===== src/rtl/esct_pkg.sv =====
// ----------------------------------------------------------------------------
// esct_pkg
// Shared types and constants of the edge sign count table.
// ----------------------------------------------------------------------------
package esct_pkg;

	localparam int OP_W    = 2;
	localparam int ID_W    = 10;
	localparam int SC_W    = 11;
	localparam int RD_W    = 32;
	localparam int TALLY_W = 32;

	localparam logic [SC_W-1:0] SC_RESET = 11'd1024;

	typedef enum logic [OP_W-1:0] {
		OP_SET_PRESENCE = 2'd0,
		OP_APPLY_EDGE   = 2'd1,
		OP_READ_ENTRY   = 2'd2
	} op_t;

	typedef enum logic [2:0] {
		S_CLEAR,
		S_IDLE,
		S_RD_A,
		S_RD_B,
		S_WR_A,
		S_WR_B,
		S_RESP
	} state_t;

	typedef struct packed {
		logic clr;
		logic load;
		logic rd_a;
		logic rd_b;
		logic wr_a;
		logic wr_b;
		logic resp;
	} ctrl_cmd_t;

	typedef struct packed {
		logic need_mem;
		logic op_edge;
		logic op_set;
		logic slot_free;
		logic clear_last;
	} dp_status_t;

endpackage


===== src/rtl/esct_ctrl.sv =====
// ----------------------------------------------------------------------------
// esct_ctrl
// Sequencer: clearing pass, then per item the memory accesses and response.
// ----------------------------------------------------------------------------
module esct_ctrl (
	input  logic                  clk,
	input  logic                  arst_n,
	input  logic                  in_valid,
	output logic                  in_ready,
	input  esct_pkg::dp_status_t  status,
	output esct_pkg::ctrl_cmd_t   cmd
);
	import esct_pkg::*;

	state_t state_q;
	state_t state_d;

	always_ff @(posedge clk or negedge arst_n) begin
		if (!arst_n) begin
			state_q <= S_CLEAR;
		end else begin
			state_q <= state_d;
		end
	end

	always_comb begin
		state_d  = state_q;
		cmd      = '0;
		in_ready = 1'b0;
		case (state_q)
			S_CLEAR: begin
				cmd.clr = 1'b1;
				if (status.clear_last) begin
					state_d = S_IDLE;
				end
			end
			S_IDLE: begin
				in_ready = 1'b1;
				if (in_valid) begin
					cmd.load = 1'b1;
					state_d  = status.need_mem ? S_RD_A : S_RESP;
				end
			end
			S_RD_A: begin
				cmd.rd_a = 1'b1;
				if (status.op_edge) begin
					state_d = S_RD_B;
				end else if (status.op_set) begin
					state_d = S_WR_A;
				end else begin
					state_d = S_RESP;
				end
			end
			S_RD_B: begin
				cmd.rd_b = 1'b1;
				state_d  = S_WR_A;
			end
			S_WR_A: begin
				cmd.wr_a = 1'b1;
				state_d  = status.op_edge ? S_WR_B : S_RESP;
			end
			S_WR_B: begin
				cmd.wr_b = 1'b1;
				state_d  = S_RESP;
			end
			S_RESP: begin
				if (status.slot_free) begin
					cmd.resp = 1'b1;
					state_d  = S_IDLE;
				end
			end
			default: begin
				state_d = S_IDLE;
			end
		endcase
	end

endmodule


===== config.mk =====
export PLATFORM = sky130hd
export DESIGN_NAME = esct_ctrl
export DESIGN_NICKNAME = d
export VERILOG_FILES = /design/src/rtl/esct_pkg.sv /design/src/rtl/esct_ctrl.sv
export SDC_FILE = /design/constraint.sdc
export NUM_CORES = 1
export LEC_CHECK = 0
export BUFFER_PORTS_ARGS = -buffer_cell sky130_fd_sc_hd__buf_4
export CAP_MARGIN = 20
export CORE_AREA = 5 5 42 44
export CTS_CLUSTER_DIAMETER = 120
export DETAILED_ROUTE_END_ITERATION = 7
export DIE_AREA = 0 0 47 49
export PLACE_DENSITY = 0.55
export SLEW_MARGIN = 10
export SYNTH_ARGS = -nofsm -noshare
export SYNTH_HDL_FRONTEND = slang
export SYNTH_SLANG_ARGS = --single-unit

===== constraint.sdc =====
create_clock -name clk -period 1.3 [get_ports clk]
set_input_delay 0.065 -clock clk [delete_from_list [all_inputs] [get_ports clk]]
set_output_delay 0.065 -clock clk [all_outputs]
set_load 0.01 [all_outputs]

==> qor.txt <==
======================================================================================================
Antenna Diode Count                                                                                  0
Primary FF master, synth                                                                       dfrtp_1
Max_cap viols                                                                                        0
DRC viols                                                                                            0
Clock transition at the register clock pins on the worst setup and hold paths after CTS        0.04 ns
Multiplexer area fraction after synthesis                                                           0%
H-tree depth                                                                                         1
Setup clock skew after layout                                                               0.00356 ns
Peak per-stage delay on the critical path                                                      0.50 ns
Largest family of logic cells by synthesized area                                         compound AO/OA/AOI/OAI gates
Worst Reg2Reg Path Length in Cells                                                                   4
Die width                                                                                        47 µm
Fraction of the mapped netlist area in adder cells                                                  0%
Critical-path cell with the highest stage delay                                                dfrtp_2
Ratio of cells with drive above 1 in the final layout                                            51.8%
Number of enable flip-flop cells after synthesis                                                     0
Initial antenna violation count                                                                      0
Top fanout value on the critical path                                                               17
Worst skew pair latency                                                                        0.23 ns
Number of buffer and inverter stages on the critical path                                            1
Compound-gate portion of the synthesized area                                                    30.6%
Wirelength per Cell                                                                            11.2 µm
Start-to-end type of the worst setup path                                                      reg2out
Worst VDD drop                                                                                0.659 mV
Synth Cell Area                                                                                315 µm²
Worst reg-to-reg setup slack                                                                   0.15 ns
Initial DRC Count                                                                                   10
Class of the tightest hold or removal check                                                     in2reg
Residual overflow from global routing                                                                0
Post-Layout Inst Area                                                                          465 µm²
Overall fraction of global-route tracks in use                                                   7.89%
Yosys warning total                                                                                  0
Total leakage power                                                                           0.226 nW
WP data required                                                                               1.24 ns
Post-route worst hold slack                                                                   0.101 ns
Num Clock Sinks                                                                                      3
Via count                                                                                          321
Setup repair after global routing missed its margin                                              false
Cell at the root of the clock tree                                                            clkbuf_4
Global placer's final weighted congestion                                                        0.740
Data arrival, critical path                                                                    1.17 ns
CTS max path bufs                                                                                    2
Number of vias per cell                                                                           4.46
First-pass GRT wire length                                                                     1.31 mm
Count of final setup violators                                                                       0
Gate family responsible for the most delay along the worst path                             flip-flops
Registers with the most flip-flops                                                         state_q (3)
Fraction of the cycle the final worst path needs                                                 95.2%
Cell accounting for the most synthesized area                                                  dfrtp_1
Area share of xor/xnor cells in the synthesized design                                              0%
Via count of the first global-routing pass                                                         310
FF-to-FF End                                                                                state_q[0]
Post-Route WL                                                                                   804 µm
Post-synthesis simple-gate area fraction                                                         29.0%
Final slew viol count                                                                                0
Die H                                                                                            49 µm
Fraction of post-synthesis cell area in the top cell type by area                                23.8%
Accumulated negative setup slack                                                                  0 ns
Max Fclk                                                                                     0.808 GHz
Buffers added on ports                                                                              15
Part of the Yosys area used for sequential elements                                              23.8%
Synthesized instance count                                                                          37
Power density normalized to cell area                                                      2300 nW/µm²
Critical Path End Type                                                                     output port
Site Rows                                                                                           14
Nets                                                                                                65
Fraction of synthesis flops using an asynchronous set or reset pin                                100%
Max_slew headroom                                                                                81.8%
Core Region                                                                                   1400 µm²
Pin count of the biggest net entering global routing                                                18
Most flops, register                                                                           state_q
Ranking of synthesized cells by area                                                      dfrtp_1 (24%), buf_6 (7.1%), a311oi_2 (4.8%)
1st-pass router iterations                                                                           2
Period minus WS final                                                                          1.24 ns
Cell-by-cell trace of the critical path                                                   nor2_2, and3_1, buf_4
Final HPWL DP                                                                                   556 µm
Startpoint of the worst hold path                                                            status[0]
Syn Area/Cell                                                                                 8.52 µm²
Number of top-level design ports                                                                    16
Post-DP Area                                                                                   403 µm²
Launch instance of the worst register-to-register path                                      state_q[1]
Worst hold path depth                                                                                3
Max reg flops                                                                                        3
Final hold violation count                                                                           0
Antenna Nets Post-Route                                                                              0
Die ar.                                                                                       2300 µm²
Seq cells post-synth                                                                                 3
Hold worst-path end                                                                         state_q[0]
Cts bufs inserted                                                                                    3
Starting density of the core                                                                     22.5%
Number of different library cells in the post-synthesis netlist                                     25
Depth of the critical timing path with buffers and inverters included                                3
Run status                                                                                complete, no violations
Critical path startpoint category                                                                 flop
Transition time at the pin with the least slew margin                                         0.274 ns
Syn-to-layout area delta                                                                         47.6%
CTS tree                                                                                         built
Mapped Nets                                                                                         45
======================================================================================================
## cells in the final DEF, fill, tap and decap left out
master	n
a21o_1	1
a21oi_1	2
a221o_1	1
a311oi_2	1
and2_1	1
and3_1	1
and3b_1	1
buf_4	18
clkbuf_1	1
clkbuf_4	3
dfrtp_2	3
dlygate4sd3_1	1
inv_1	2
nand2_1	3
nand2b_1	1
nand2b_4	1
nor2_1	4
nor2_2	1
nor3_1	2
nor3b_1	1
o211ai_1	2
o211ai_2	1
o21a_1	1
o21ai_0	1
o21ai_1	1
o21ai_2	1
## cells by family after synthesis
| family | Yosys count |
|---|---|
| buffers and inverters | 6 |
| DFF | 3 |
| AOI/OAI and AO/OA | 12 |
| and+or+nand+nor | 16 |
## where the power goes
group / leakage, nW / switching, mW / total [mW] / internal, mW
registers: 0.0320 / 0.177 / 0.329 / 0.151
logic: 0.179 / 0.228 / 0.575 / 0.347
clock network: 0.0150 / 0.0497 / 0.165 / 0.115
total: 0.226 / 0.455 / 1.07 / 0.614
## metal layers
layer	global-route usage [%]	wire [µm]	up-vias	share of wire, %
met4	6.91	0	0	0
met1	10.1	359	143	45
met2	9.73	371	11	46
met5	0	0	-	0
met3	2.95	73	0	9.1
li1	-	-	167	-
## stage by stage
stage          power [mW]  utilization (%)  worst slack, ns  cells
6_report             1.07             33.2           0.0621     72
5_1_grt              1.16             33.2           0.0149     72
4_1_cts              1.01             31.5           0.0108     69
3_5_place_dp        0.829             28.7            0.125     64
3_3_place_gp        0.817             28.7            0.164     64
2_1_floorplan       0.750                -            0.306     37
## worst max path at each step
stage / start / endpoint / slack (ns)
6_report: state_q[2] / cmd[5] / 0.06
5_1_grt: state_q[2] / cmd[5] / 0.01
4_1_cts: state_q[0] / cmd[4] / 0.01
3_5_place_dp: state_q[2] / state_q[1] / 0.13
3_3_place_gp: state_q[2] / state_q[1] / 0.16
2_1_floorplan: state_q[2] / state_q[2] / 0.31
## worst reg2reg max path, delay by kind of cell, from the launching register on
kind	cells	cell delay [ns]
compound gates	2	0.19
buf+inv	1	0.17
flops	1	0.48
simple gates	1	0.18
## final cells by class
cell class,instances,area [µm²]
clock buffers,4,26.3
inverters,2,7.51
repair buffers,19,145
fillers,169,936
flip-flops and latches,3,78.8
multi-input cells,28,188
well taps,16,20.0
## cells in the mapped netlist (2+ instances only)
cell	instances
a21oi_1	2
buf_6	2
dfrtp_1	3
inv_1	2
nand2_1	3
nor2_1	4
nor3_1	2
o211ai_1	2
## what timing repair did
item	4_1_cts	5_1_grt
hold buffers	1	0
gates resized for setup	2	1
endpoints found under the hold margin	3	0
setup buffers	0	3
endpoints found under the setup margin	5	3
(Power assumes the default switching activity.)
